[config.mk]
export PLATFORM = sky130hd
export DESIGN_NAME = utf8_latin1_transliterator_unit
export DESIGN_NICKNAME = d
export VERILOG_FILES = /design/src/rtl/utf8l1_pkg.sv /design/src/rtl/utf8l1_core.sv /design/src/rtl/utf8_latin1_transliterator_unit.sv
export VERILOG_INCLUDE_DIRS = /design/src /design/src/rtl
export SDC_FILE = /design/constraint.sdc
export NUM_CORES = 1
export LEC_CHECK = 0
export ABC_CLOCK_PERIOD_IN_PS = 4600
export BUFFER_PORTS_ARGS = -buffer_cell sky130_fd_sc_hd__buf_2
export CAP_MARGIN = 15
export CORE_ASPECT_RATIO = 0.75
export CORE_UTILIZATION = 40
export DETAILED_ROUTE_END_ITERATION = 8
export PLACE_DENSITY = 0.66
export SLEW_MARGIN = 20
export SYNTH_ARGS = -nofsm -noshare
export SYNTH_HDL_FRONTEND = slang
export SYNTH_SLANG_ARGS = --single-unit
[constraint.sdc]
create_clock -name clk -period 4.6 [get_ports clk]
set_input_delay 0.92 -clock clk [delete_from_list [all_inputs] [get_ports clk]]
set_output_delay 0.92 -clock clk [all_outputs]
set_load 0.02 [all_outputs]
[src/rtl/assert_macros.svh]
// Assertion macros shared by the transliterator modules.
`ifndef ASSERT_MACROS_SVH
`define ASSERT_MACROS_SVH

// A condition that must hold at every clock edge outside reset.
`define ASSERT_ALWAYS(lbl, clk, rst, cond) \
  lbl: assert property (@(posedge clk) disable iff (rst) (cond)) \
    else $error("invariant assertion failed");

// A condition that must hold in the cycle after its trigger, outside reset.
`define ASSERT_NEXT(lbl, clk, rst, trig, cond) \
  lbl: assert property (@(posedge clk) disable iff (rst) (trig) |=> (cond)) \
    else $error("next-cycle assertion failed");

`endif

[src/rtl/utf8l1_pkg.sv]
// Shared widths, constants, result type and Latin-1 folding function of the transliterator.
package utf8l1_pkg;

  localparam int BYTE_W  = 8;
  localparam int CHAR_W  = 7;
  localparam int COUNT_W = 10;

  // Hard ceiling on characters per string, applied on top of the programmed limit.
  localparam int MAX_LENGTH = 1023;
  localparam logic [COUNT_W-1:0] LIMIT_RESET = COUNT_W'(255);

  localparam logic [BYTE_W-1:0] BYTE_NUL  = 8'h00;
  localparam logic [BYTE_W-1:0] BYTE_TAB  = 8'h09;
  localparam logic [BYTE_W-1:0] BYTE_LF   = 8'h0A;
  localparam logic [BYTE_W-1:0] BYTE_CR   = 8'h0D;
  localparam logic [BYTE_W-1:0] BYTE_ASCII_END = 8'h80;
  localparam logic [BYTE_W-1:0] BYTE_LEAD_C2 = 8'hC2;
  localparam logic [BYTE_W-1:0] BYTE_LEAD_C3 = 8'hC3;
  localparam logic [BYTE_W-1:0] BYTE_LEAD_3B = 8'hE0;
  localparam logic [BYTE_W-1:0] BYTE_LEAD_4B = 8'hF0;
  localparam logic [BYTE_W-1:0] BYTE_UPPER_END = 8'hA0;
  localparam logic [BYTE_W-1:0] BYTE_SHARP_S = 8'h9F;
  localparam logic [BYTE_W-1:0] BYTE_Y_DIAER = 8'hBF;

  localparam logic [CHAR_W-1:0] CH_SPACE = 7'h20;
  localparam logic [CHAR_W-1:0] CH_QMARK = 7'h3F;
  localparam logic [CHAR_W-1:0] CH_A     = 7'h61;
  localparam logic [CHAR_W-1:0] CH_C     = 7'h63;
  localparam logic [CHAR_W-1:0] CH_E     = 7'h65;
  localparam logic [CHAR_W-1:0] CH_I     = 7'h69;
  localparam logic [CHAR_W-1:0] CH_N     = 7'h6E;
  localparam logic [CHAR_W-1:0] CH_O     = 7'h6F;
  localparam logic [CHAR_W-1:0] CH_S     = 7'h73;
  localparam logic [CHAR_W-1:0] CH_U     = 7'h75;
  localparam logic [CHAR_W-1:0] CH_Y     = 7'h79;
  localparam logic [CHAR_W-1:0] CASE_BIT = 7'h20;

  typedef struct packed {
    logic [COUNT_W-1:0] spaces_before;
    logic [CHAR_W-1:0]  out_char;
    logic               has_char;
    logic               done_res;
    logic [COUNT_W-1:0] length;
  } res_t;

  // Folds the continuation byte of a C3 pair to its base letter, or '?'.
  function automatic logic [CHAR_W-1:0] fold_c3(input logic [BYTE_W-1:0] d);
    logic              up;
    logic [4:0]        lo;
    logic [CHAR_W-1:0] base;
    logic              known;
    logic [CHAR_W-1:0] ch;
    up    = (d < BYTE_UPPER_END);
    lo    = d[4:0];
    base  = CH_QMARK;
    known = 1'b1;
    case (lo) inside
      [5'h00:5'h05]:        base = CH_A;
      5'h07:                base = CH_C;
      [5'h08:5'h0B]:        base = CH_E;
      [5'h0C:5'h0F]:        base = CH_I;
      5'h11:                base = CH_N;
      [5'h12:5'h16], 5'h18: base = CH_O;
      [5'h19:5'h1C]:        base = CH_U;
      default:              known = 1'b0;
    endcase
    if (d[7:6] != 2'b10) begin
      ch = CH_QMARK;
    end else if (d == BYTE_SHARP_S) begin
      ch = CH_S;
    end else if (d == BYTE_Y_DIAER) begin
      ch = CH_Y;
    end else if (!known) begin
      ch = CH_QMARK;
    end else if (up) begin
      ch = base ^ CASE_BIT;
    end else begin
      ch = base;
    end
    return ch;
  endfunction

endpackage

[src/rtl/utf8l1_core.sv]
// Sequence state, space and length counters, and the per-byte translation step.
`include "assert_macros.svh"

module utf8l1_core (
  input  logic                            clk,
  input  logic                            rst,
  input  logic                            go,
  input  logic [utf8l1_pkg::BYTE_W-1:0]   in_byte,
  input  logic                            end_mark,
  input  logic [utf8l1_pkg::COUNT_W-1:0]  out_limit,
  output utf8l1_pkg::res_t                res,
  output logic                            res_valid
);

  typedef enum logic [1:0] {
    MODE_IDLE = 2'd0,
    MODE_C2   = 2'd1,
    MODE_C3   = 2'd2,
    MODE_SKIP = 2'd3
  } mode_t;

  mode_t                          seq_mode, seq_mode_next;
  logic [1:0]                     skip_left, skip_left_next;
  logic [utf8l1_pkg::COUNT_W-1:0] held_spaces, held_spaces_next;
  logic [utf8l1_pkg::COUNT_W-1:0] emitted_count, emitted_count_next;

  logic                           end_in;
  logic [utf8l1_pkg::COUNT_W-1:0] limit;
  logic                           prod;
  logic [utf8l1_pkg::CHAR_W-1:0]  prod_ch;

  assign end_in = end_mark || (in_byte == utf8l1_pkg::BYTE_NUL);

  always_comb begin
    if (int'(out_limit) > utf8l1_pkg::MAX_LENGTH) begin
      limit = utf8l1_pkg::COUNT_W'(utf8l1_pkg::MAX_LENGTH);
    end else begin
      limit = out_limit;
    end
  end

  always_comb begin
    seq_mode_next      = seq_mode;
    skip_left_next     = skip_left;
    held_spaces_next   = held_spaces;
    emitted_count_next = emitted_count;
    res                = '0;
    res_valid          = 1'b0;
    prod               = 1'b0;
    prod_ch            = utf8l1_pkg::CH_QMARK;

    if (end_in) begin
      // A lead byte left hanging at the end turns into '?' in the final item.
      res.done_res = 1'b1;
      res_valid    = 1'b1;
      if (seq_mode == MODE_C2 || seq_mode == MODE_C3) begin
        res.spaces_before = held_spaces;
        res.out_char      = utf8l1_pkg::CH_QMARK;
        res.has_char      = 1'b1;
        res.length        = emitted_count + 1'b1;
      end else begin
        res.length        = emitted_count - held_spaces;
      end
      seq_mode_next      = MODE_IDLE;
      skip_left_next     = '0;
      held_spaces_next   = '0;
      emitted_count_next = '0;
    end else begin
      case (seq_mode)
        MODE_C2: begin
          prod          = 1'b1;
          prod_ch       = utf8l1_pkg::CH_SPACE;
          seq_mode_next = MODE_IDLE;
        end
        MODE_C3: begin
          prod          = 1'b1;
          prod_ch       = utf8l1_pkg::fold_c3(in_byte);
          seq_mode_next = MODE_IDLE;
        end
        MODE_SKIP: begin
          if (skip_left <= 2'd1) begin
            skip_left_next = '0;
            seq_mode_next  = MODE_IDLE;
          end else begin
            skip_left_next = skip_left - 2'd1;
          end
        end
        default: begin
          if (emitted_count >= limit) begin
            prod = 1'b0;
          end else if (in_byte < utf8l1_pkg::BYTE_ASCII_END) begin
            prod = 1'b1;
            if (in_byte == utf8l1_pkg::BYTE_CR || in_byte == utf8l1_pkg::BYTE_LF ||
                in_byte == utf8l1_pkg::BYTE_TAB) begin
              prod_ch = utf8l1_pkg::CH_SPACE;
            end else begin
              prod_ch = in_byte[utf8l1_pkg::CHAR_W-1:0];
            end
          end else if (in_byte == utf8l1_pkg::BYTE_LEAD_C2) begin
            seq_mode_next = MODE_C2;
          end else if (in_byte == utf8l1_pkg::BYTE_LEAD_C3) begin
            seq_mode_next = MODE_C3;
          end else begin
            prod          = 1'b1;
            prod_ch       = utf8l1_pkg::CH_QMARK;
            seq_mode_next = MODE_SKIP;
            if (in_byte >= utf8l1_pkg::BYTE_LEAD_4B) begin
              skip_left_next = 2'd3;
            end else if (in_byte >= utf8l1_pkg::BYTE_LEAD_3B) begin
              skip_left_next = 2'd2;
            end else begin
              skip_left_next = 2'd1;
            end
          end
        end
      endcase

      if (prod) begin
        emitted_count_next = emitted_count + 1'b1;
        if (prod_ch == utf8l1_pkg::CH_SPACE) begin
          held_spaces_next = held_spaces + 1'b1;
        end else begin
          res.spaces_before = held_spaces;
          res.out_char      = prod_ch;
          res.has_char      = 1'b1;
          res_valid         = 1'b1;
          held_spaces_next  = '0;
        end
      end
    end
  end

  always_ff @(posedge clk) begin
    if (rst) begin
      seq_mode      <= MODE_IDLE;
      skip_left     <= '0;
      held_spaces   <= '0;
      emitted_count <= '0;
    end else if (go) begin
      seq_mode      <= seq_mode_next;
      skip_left     <= skip_left_next;
      held_spaces   <= held_spaces_next;
      emitted_count <= emitted_count_next;
    end
  end

  `ASSERT_ALWAYS(a_held_within_count, clk, rst, held_spaces <= emitted_count)
  `ASSERT_ALWAYS(a_skip_has_work, clk, rst, (seq_mode != MODE_SKIP) || (skip_left != 2'd0))
  `ASSERT_NEXT(a_end_clears, clk, rst, go && end_in, (emitted_count == '0) && (held_spaces == '0) && (seq_mode == MODE_IDLE))

endmodule

[src/rtl/utf8_latin1_transliterator_unit.sv]
// Top level of the UTF-8 to ASCII transliterator: input stage, limit register, result register.
// An accepted item is held in the input stage; its result is then registered in the result
// register. Throughput: one item per cycle, set by the single translation step between
// the input register and the result register, while the output side takes results.
// Bytes that produce nothing (held spaces, lead bytes, skipped bytes) leave no result.
// Reset is synchronous and active high; it empties both stages, sets the limit to 255 and
// returns the sequence state and counters to idle and zero.
`include "assert_macros.svh"

module utf8_latin1_transliterator_unit (
  input  logic                            clk,
  input  logic                            rst,
  input  logic                            in_valid,
  output logic                            in_ready,
  input  logic [utf8l1_pkg::BYTE_W-1:0]   in_byte,
  input  logic                            end_mark,
  output logic                            out_valid,
  input  logic                            out_ready,
  output logic [utf8l1_pkg::COUNT_W-1:0]  spaces_before,
  output logic [utf8l1_pkg::CHAR_W-1:0]   out_char,
  output logic                            has_char,
  output logic                            done_res,
  output logic [utf8l1_pkg::COUNT_W-1:0]  length,
  input  logic                            cfg_wr_en,
  input  logic [utf8l1_pkg::COUNT_W-1:0]  cfg_wr_data
);

  // The user must write the limit register only while no item is in flight; the block does not enforce it.
  logic [utf8l1_pkg::COUNT_W-1:0] out_limit;

  // Input stage: holds one accepted item until the result register can take its outcome.
  logic                          s1_valid;
  logic [utf8l1_pkg::BYTE_W-1:0] s1_byte;
  logic                          s1_end;

  // Result register, decoupling the output handshake from the translation step.
  utf8l1_pkg::res_t res_q;
  utf8l1_pkg::res_t step_res;
  logic             step_res_valid;

  logic out_free;
  logic go;
  logic in_fire;

  // The staged item is processed whenever the result register is free or being emptied,
  // so a result waiting on the output holds the input only once the input stage is full too.
  assign out_free = !out_valid || out_ready;
  assign go       = s1_valid && out_free;
  assign in_ready = !s1_valid || go;
  assign in_fire  = in_valid && in_ready;

  utf8l1_core u_core (
    .clk       (clk),
    .rst       (rst),
    .go        (go),
    .in_byte   (s1_byte),
    .end_mark  (s1_end),
    .out_limit (out_limit),
    .res       (step_res),
    .res_valid (step_res_valid)
  );

  always_ff @(posedge clk) begin
    if (rst) begin
      out_limit <= utf8l1_pkg::LIMIT_RESET;
      s1_valid  <= 1'b0;
      out_valid <= 1'b0;
    end else begin
      if (cfg_wr_en) begin
        out_limit <= cfg_wr_data;
      end
      if (in_fire) begin
        s1_valid <= 1'b1;
      end else if (go) begin
        s1_valid <= 1'b0;
      end
      if (go) begin
        out_valid <= step_res_valid;
      end else if (out_ready) begin
        out_valid <= 1'b0;
      end
    end
  end

  // Payload registers carry no reset.
  always_ff @(posedge clk) begin
    if (in_fire) begin
      s1_byte <= in_byte;
      s1_end  <= end_mark;
    end
    if (go && step_res_valid) begin
      res_q <= step_res;
    end
  end

  assign spaces_before = res_q.spaces_before;
  assign out_char      = res_q.out_char;
  assign has_char      = res_q.has_char;
  assign done_res      = res_q.done_res;
  assign length        = res_q.length;

  `ASSERT_ALWAYS(a_ready_when_empty, clk, rst, s1_valid || in_ready)
  `ASSERT_NEXT(a_stage_kept, clk, rst, s1_valid && !go, s1_valid)
  `ASSERT_NEXT(a_result_kept, clk, rst, out_valid && !out_ready, out_valid && $stable(res_q))

endmodule
==> results.py, run 1 <==
metrics = {
    "critical_path": {
        "startpoint": "u_core.emitted_count[0]$_SDFFE_PP0P_",
        "required_ns": 4.56,
        "slowest_delay_ns": 0.82,
        "critPathTopFamily": "compound AO/OA/AOI/OAI gates",
        "crit_buf_inv": 1,
        "cp_max_fo": 29,
        "cp_slowest_cell": "a21oi_4",
        "r2r-start": "u_core.emitted_count[0]$_SDFFE_PP0P_",
        "arrival_ns": 3.40,
        "worstSetupStartpointType": "flip-flop",
        "crit_type": "reg -> reg",
        "end_kind": "flip-flop",
        "crit_chain": "inv_1, ha_1, nand2b_1, a211oi_2, o21ai_2, a2111oi_2, nor2_1, a21oi_4",
        "rr_worst_depth": 8,
        "worst-path-stages": 8,
    },
    "floorplan": {
        "die_x_microns": 125.0,
        "core_area_sq_um": 10980,
        "io_pins": 55,
        "die_area_sq_um": 11770,
        "num_rows": 33,
        "die_h_microns": 94.22,
        "start_util_pct": 41.30,
    },
    "routing": {
        "ant_nets": 0,
        "vias": 3820,
        "firstDrtPassIters": 7,
        "routed_via_density": 5.693,
        "routedWlPerCell_microns": 17.13,
        "drt_iter0_drc": 364,
        "drt_wl_total_microns": 11500,
        "remaining_drc_errors": 6,
    },
    "power": {
        "pwr-share-comb_pct": 12.7,
        "p_sw_mw": 0.4500,
        "leakage_nw": 2.029,
        "internal-power_mw": 1.288,
        "clkPwrFrac_pct": 43.5,
        "vdd_drop_max_v": 0.0001992,
        "swShare_pct": 25.89,
        "power_mw": 1.738,
        "p_seq_share_pct": 43.7,
        "pwr_density_cell_nw_per_um2": 335.5,
    },
    "synth": {
        "synthTopCellsByArea": "edfxtp_1 25%, dfxtp_1 16%, ha_1 6.9%, a21oi_1 3.6%, nand2_1 3.6%",
        "synthesis.area_sq_um": 4536,
        "async_flop_share_pct": 0,
        "synth-main-ff-cell": "edfxtp_1",
        "yosysWarningCount": 0,
        "ys_ff_latch": 74,
        "yosysTopAreaCellShare_pct": 25.16,
        "syn-num-nets": 535,
        "synth_cells": 485,
        "synth.avg_cell_area_sq_um": 9.352,
        "synth_commonest_cells": "44 x nand2_1, 43 x nor2_1, 38 x edfxtp_1",
        "yosys.area.top_type": "edfxtp_1",
        "synth_most_common_cell": "nand2_1",
        "synth_edf_count": 38,
        "seq_area_frac_synth_pct": 41.05,
        "synthDistinctLibCells": 74,
    },
    "clocking": {
        "root_buffer": "clkbuf_16",
        "cts_tree": "done",
        "cts_buffers": 9,
        "cts_max_level": 3,
        "cts.clk_slew.worst_paths_ns": 0.06,
        "clk_latency_ns": 0.35,
        "cts_num_sinks": 74,
        "cts_buffer_depth": 2,
        "hold_buffers": 0,
        "cts_resized": 0,
        "cts_setup_buffers": 0,
    },
    "final_layout": {
        "multi_input_area_sq_um": 2434,
        "regArea_sq_um": 1862,
        "final_cell_area_sq_um": 5181,
        "syn2layout_area_growth_pct": 14.23,
        "fin_cells": 671,
        "drive_above_1_share_pct": 17.89,
        "post-route-util_pct": 47.17,
        "diodes": 0,
        "nets": 576,
        "nFillCells": 1042,
    },
    "worst_hold_path": {
        "min_path_cells": 2,
        "min_path_type": "reg -> reg",
        "hp-start": "u_core.held_spaces[8]$_SDFFE_PP0P_",
    },
    "grt": {
        "track_usage_pct": 20.44,
        "grt_max_degree": 30,
        "grt_antenna_before_repair": 0,
        "grt.overflow.total": 0,
        "grt_pass1_vias": 3549,
        "grt_pass1_wl_microns": 18360,
    },
    "timing": {
        "max-slew-margin-rel_pct": 33.35,
        "setup_viol": 0,
        "tightest_slew_ns": 0.9975,
        "final_max_slew_viol_count": 0,
        "rsz0062_at_grt": "no",
        "clock-skew-final_ns": 0.01171,
        "hold_viol_final": 0,
        "min_period_ns": 3.438,
        "max_freq_ghz": 0.2909,
        "fin_setup_tns_ns": 0,
        "period_share_pct": 74.73,
    },
    "place": {
        "placed_area_sq_um": 4857,
        "gp_congestion": 0.8623,
        "place_hpwl_microns": 8364,
        "placedCellCount": 655,
        "io_buffer_count": 54,
    },
    "run_status": {
        "violations": "design-rule violations",
        "outcome": "finished, violations left",
    },
    "flow_run": {
        "drv_cap": 0,
    },
}
[final timing paths]
| path | end | slack (ns) |
|---|---|---|
| worst max-delay path | spaces_before[6]$_DFFE_PP_ | 1.16 |
| worst min-delay path | u_core.held_spaces[8]$_SDFFE_PP0P_ | 0.48 |
| worst max register to register | spaces_before[6]$_DFFE_PP_ | 1.16 |
| worst min register to register | u_core.held_spaces[8]$_SDFFE_PP0P_ | 0.48 |
[final cells by class]
cell class | instances | area share [%]
inverters | 31 | 2.246
clock buffers | 12 | 5.361
clock inverters | 4 | 0.8935
flip-flops and latches | 74 | 35.93
repair buffers | 54 | 5.216
well taps | 140 | 3.381
multi-input cells | 356 | 46.97
[worst min-delay path, delay by kind of cell (launching register included)]
kind / cells / cell delay (ns)
simple gates: 1 / 0.05
flops: 1 / 0.31
compound gates: 1 / 0.06
[power by group through the flow]
stage,Sequential (mW),Clock [mW],Combinational [mW]
4_1_cts,0.760,0.769,0.221
6_report,0.760,0.757,0.221
3_5_place_dp,0.773,0,0.219
5_1_grt,0.765,0.793,0.242
3_3_place_gp,0.773,0,0.216
2_1_floorplan,0.788,0,0.140
[state kept, by name, summed over array words and instances, names as in the netlist]
register / cells
out_limit: 10
done_res: 1
u_core.emitted_count: 10
out_char: 7
spaces_before: 10
out_valid: 1
has_char: 1
u_core.seq_mode: 2
u_core.skip_left: 2
u_core.held_spaces: 10
s1_end: 1
s1_byte: 8
s1_valid: 1
length: 10
[stage by stage]
stage,hold slack [ns],setup slack [ns]
floorplan,0.4269,0.7290
global placement,0.4371,1.266
detailed placement,0.4728,1.161
CTS,0.4839,1.135
global route,0.5181,0.8527
finish,0.4788,1.162
[routing by layer]
layer	share of wire [%]	track usage, %
met1	51	28.82
met2	41	29.96
met3	5.9	5.353
met4	1.4	7.215
met5	0	0
[layout by cell type, fill, tap and decap left out, drive strengths merged, types with 7 or more instances in the layout]
master,instances
a21o,7
o31ai,7
ha,25
buf,54
nand3,13
nor2,43
edfxtp,38
o211ai,12
nand2,45
inv,30
a22oi,7
mux2i,7
a21oi,34
xnor2,10
a211oi,9
nor3,7
nand2b,9
dfxtp,36
o21ai,24
clkbuf,12
[kinds of logic after synthesis]
kind of cell,count (synthesis),synth area share [%]
xor gates and xnor gates,16,3.090
and+or+nand+nor,155,17.27
AOI/OAI and AO/OA,152,24.17
DFF,74,41.05
muxes,7,1.545
buffers and inverters,55,5.545
adders and majority gates,26,7.338
(Power assumes the default switching activity.)
==> run 2, diff against run 1 <==
--- a/config.mk
+++ b/config.mk
@@ -6,13 +6,14 @@
 export SDC_FILE = /design/constraint.sdc
 export NUM_CORES = 1
 export LEC_CHECK = 0
-export ABC_CLOCK_PERIOD_IN_PS = 4600
+export ABC_AREA = 1
+export ABC_CLOCK_PERIOD_IN_PS = 3300
 export BUFFER_PORTS_ARGS = -buffer_cell sky130_fd_sc_hd__buf_2
 export CAP_MARGIN = 15
 export CORE_ASPECT_RATIO = 0.75
 export CORE_UTILIZATION = 40
 export DETAILED_ROUTE_END_ITERATION = 8
-export PLACE_DENSITY = 0.66
+export PLACE_DENSITY = 0.67
 export SLEW_MARGIN = 20
 export SYNTH_ARGS = -nofsm -noshare
 export SYNTH_HDL_FRONTEND = slang
==> constraint.sdc (replaced) <==
create_clock -name clk -period 3.3 [get_ports clk]
set_input_delay 0.66 -clock clk [delete_from_list [all_inputs] [get_ports clk]]
set_output_delay 0.66 -clock clk [all_outputs]
set_load 0.02 [all_outputs]
==> results.py, run 2 <==
metrics = {
    "synth": {
        "synthTopCellsByArea": "edfxtp_1 26%, dfxtp_1 16%, nand2_1 12%, ha_1 7.0%, inv_1 6.7%",
        "synth.avg_cell_area_sq_um": 7.711,
        "seq_area_frac_synth_pct": 41.92,
        "async_flop_share_pct": 0,
        "synth-main-ff-cell": "edfxtp_1",
        "synth_edf_count": 38,
        "synthesis.area_sq_um": 4442,
        "yosys.area.top_type": "edfxtp_1",
        "synthDistinctLibCells": 38,
        "synth_most_common_cell": "nand2_1",
        "synth_cells": 576,
        "yosysWarningCount": 0,
        "yosysTopAreaCellShare_pct": 25.69,
        "ys_ff_latch": 74,
        "synth_commonest_cells": "138 x nand2_1, 79 x inv_1, 49 x a21oi_1",
        "syn-num-nets": 626,
    },
    "place": {
        "placedCellCount": 755,
        "gp_congestion": 0.8951,
        "io_buffer_count": 54,
        "place_hpwl_microns": 8495,
    },
    "floorplan": {
        "start_util_pct": 42.18,
        "die_h_microns": 93.26,
        "io_pins": 55,
        "num_rows": 32,
        "die_x_microns": 123.7,
        "core_area_sq_um": 10530,
        "die_area_sq_um": 11530,
    },
    "clocking": {
        "cts_tree": "done",
        "cts_resized": 0,
        "clk_latency_ns": 0.34,
        "cts_setup_buffers": 0,
        "hold_buffers": 0,
        "root_buffer": "clkbuf_16",
        "cts_max_level": 3,
        "cts.clk_slew.worst_paths_ns": 0.06,
        "cts_num_sinks": 74,
        "cts_buffer_depth": 2,
        "cts_buffers": 9,
    },
    "critical_path": {
        "regToRegSetupSlack_ns": 0.52,
        "end_kind": "flip-flop",
        "required_ns": 3.32,
        "crit_type": "reg -> reg",
        "worstSetupStartpointType": "flip-flop",
        "startpoint": "u_core.seq_mode[0]$_SDFFE_PP0P_",
        "cp_max_fo": 19,
        "arrival_ns": 2.80,
        "r2r-start": "u_core.seq_mode[0]$_SDFFE_PP0P_",
    },
    "timing": {
        "tightest_slew_ns": 0.5614,
        "setup_viol": 0,
        "final_max_slew_viol_count": 0,
        "max_freq_ghz": 0.3592,
        "period_share_pct": 84.37,
        "max-slew-margin-rel_pct": 62.57,
        "min_period_ns": 2.784,
        "hold_viol_final": 0,
        "fin_setup_tns_ns": 0,
        "clock-skew-final_ns": 0.007552,
        "rsz0062_at_grt": "no",
    },
    "routing": {
        "ant_nets": 0,
        "drt_iter0_drc": 357,
        "drt_wl_total_microns": 11200,
        "firstDrtPassIters": 5,
        "remaining_drc_errors": 0,
        "vias": 3955,
        "routedWlPerCell_microns": 14.53,
        "routed_via_density": 5.130,
    },
    "power": {
        "internal-power_mw": 1.694,
        "pwr_density_cell_nw_per_um2": 458.4,
        "leakage_nw": 2.378,
        "p_seq_share_pct": 44.5,
        "clkPwrFrac_pct": 41.8,
        "pwr-share-comb_pct": 13.8,
        "vdd_drop_max_v": 0.0003262,
        "swShare_pct": 27.75,
        "p_sw_mw": 0.6509,
        "power_mw": 2.345,
    },
    "final_layout": {
        "fin_cells": 771,
        "post-route-util_pct": 48.59,
        "final_common_cell": "nand2_1",
        "final_cell_mix": "138 x nand2_1, 79 x inv_1, 54 x buf_2",
        "multi_input_area_sq_um": 2165,
        "nFillCells": 1034,
        "nets": 680,
        "drive_above_1_share_pct": 15.91,
        "syn2layout_area_growth_pct": 15.18,
        "regArea_sq_um": 1862,
        "diodes": 0,
    },
    "run_status": {
        "outcome": "completed",
    },
    "flow_run": {
        "drv_cap": 0,
    },
    "worst_hold_path": {
        "min_path_type": "reg -> reg",
        "hp-start": "out_limit[6]$_SDFFE_PP1P_",
    },
    "grt": {
        "grt.overflow.total": 0,
        "track_usage_pct": 21.26,
        "grt_antenna_before_repair": 0,
        "grt_max_degree": 29,
        "grt_pass1_vias": 3723,
        "grt_pass1_wl_microns": 18530,
    },
}
## run 2: cells by family after synthesis
logic type,Yosys count,synth area share [%]
compound gates,98,12.14
xor+xnor,16,3.155
fa+ha+maj,26,7.493
buf+inv,102,9.352
flops,74,41.92
simple gates,260,25.94
## run 2: worst paths after layout
path	depth (start not counted)	to
setup / recovery	11	length[6]$_SDFFCE_PP0P_
hold / removal	2	out_limit[6]$_SDFFE_PP1P_
setup reg to reg	11	length[6]$_SDFFCE_PP0P_
hold reg to reg	2	out_limit[6]$_SDFFE_PP1P_
## run 2: power groups by stage
stage | combinational, mW | clock (mW) | sequential [mW]
global route | 0.362 | 1.03 | 1.05
finish | 0.323 | 0.979 | 1.04
global placement | 0.317 | 0 | 1.06
CTS | 0.323 | 0.994 | 1.04
floorplan | 0.203 | 0 | 1.08
detailed placement | 0.322 | 0 | 1.06
## run 2: final cells by class
| type | instances | share of cell area, % |
|---|---|---|
| flip-flops and latches | 74 | 36.39 |
| multi-input cells | 400 | 42.31 |
| well taps | 136 | 3.326 |
| clock inverters | 7 | 1.345 |
| clock buffers | 9 | 4.402 |
| inverters | 88 | 6.505 |
| repair buffers | 57 | 5.723 |
## run 2: through the flow
stage	hold slack, ns	cell area, sq um	setup slack [ns]
2_1_floorplan	0.4354	4442	0.6499
3_3_place_gp	0.4660	4822	0.6139
3_5_place_dp	0.4755	4822	0.5302
4_1_cts	0.4814	5116	0.5185
5_1_grt	0.4810	5116	0.2612
6_report	0.4758	5116	0.5159
## run 2: critical path: stages (launching register included)
cell and delay [ns]:
dfxtp_1 0.36, inv_1 0.09, ha_1 0.59, inv_1 0.36, o21ai_1 0.21, nand2_1 0.13, nand2_1 0.10, nand2_1 0.08
inv_1 0.08, nand2_1 0.09, inv_1 0.08, buf_4 0.28
## run 2: per-layer routing
metal | global-route usage (%) | routed length (microns) | vias up
met5 | 0 | 0 | -
met4 | 6.024 | 102 | 0
met3 | 5.000 | 801 | 8
met2 | 29.72 | 4449 | 134
met1 | 31.98 | 5846 | 1807
li1 | - | - | 2006
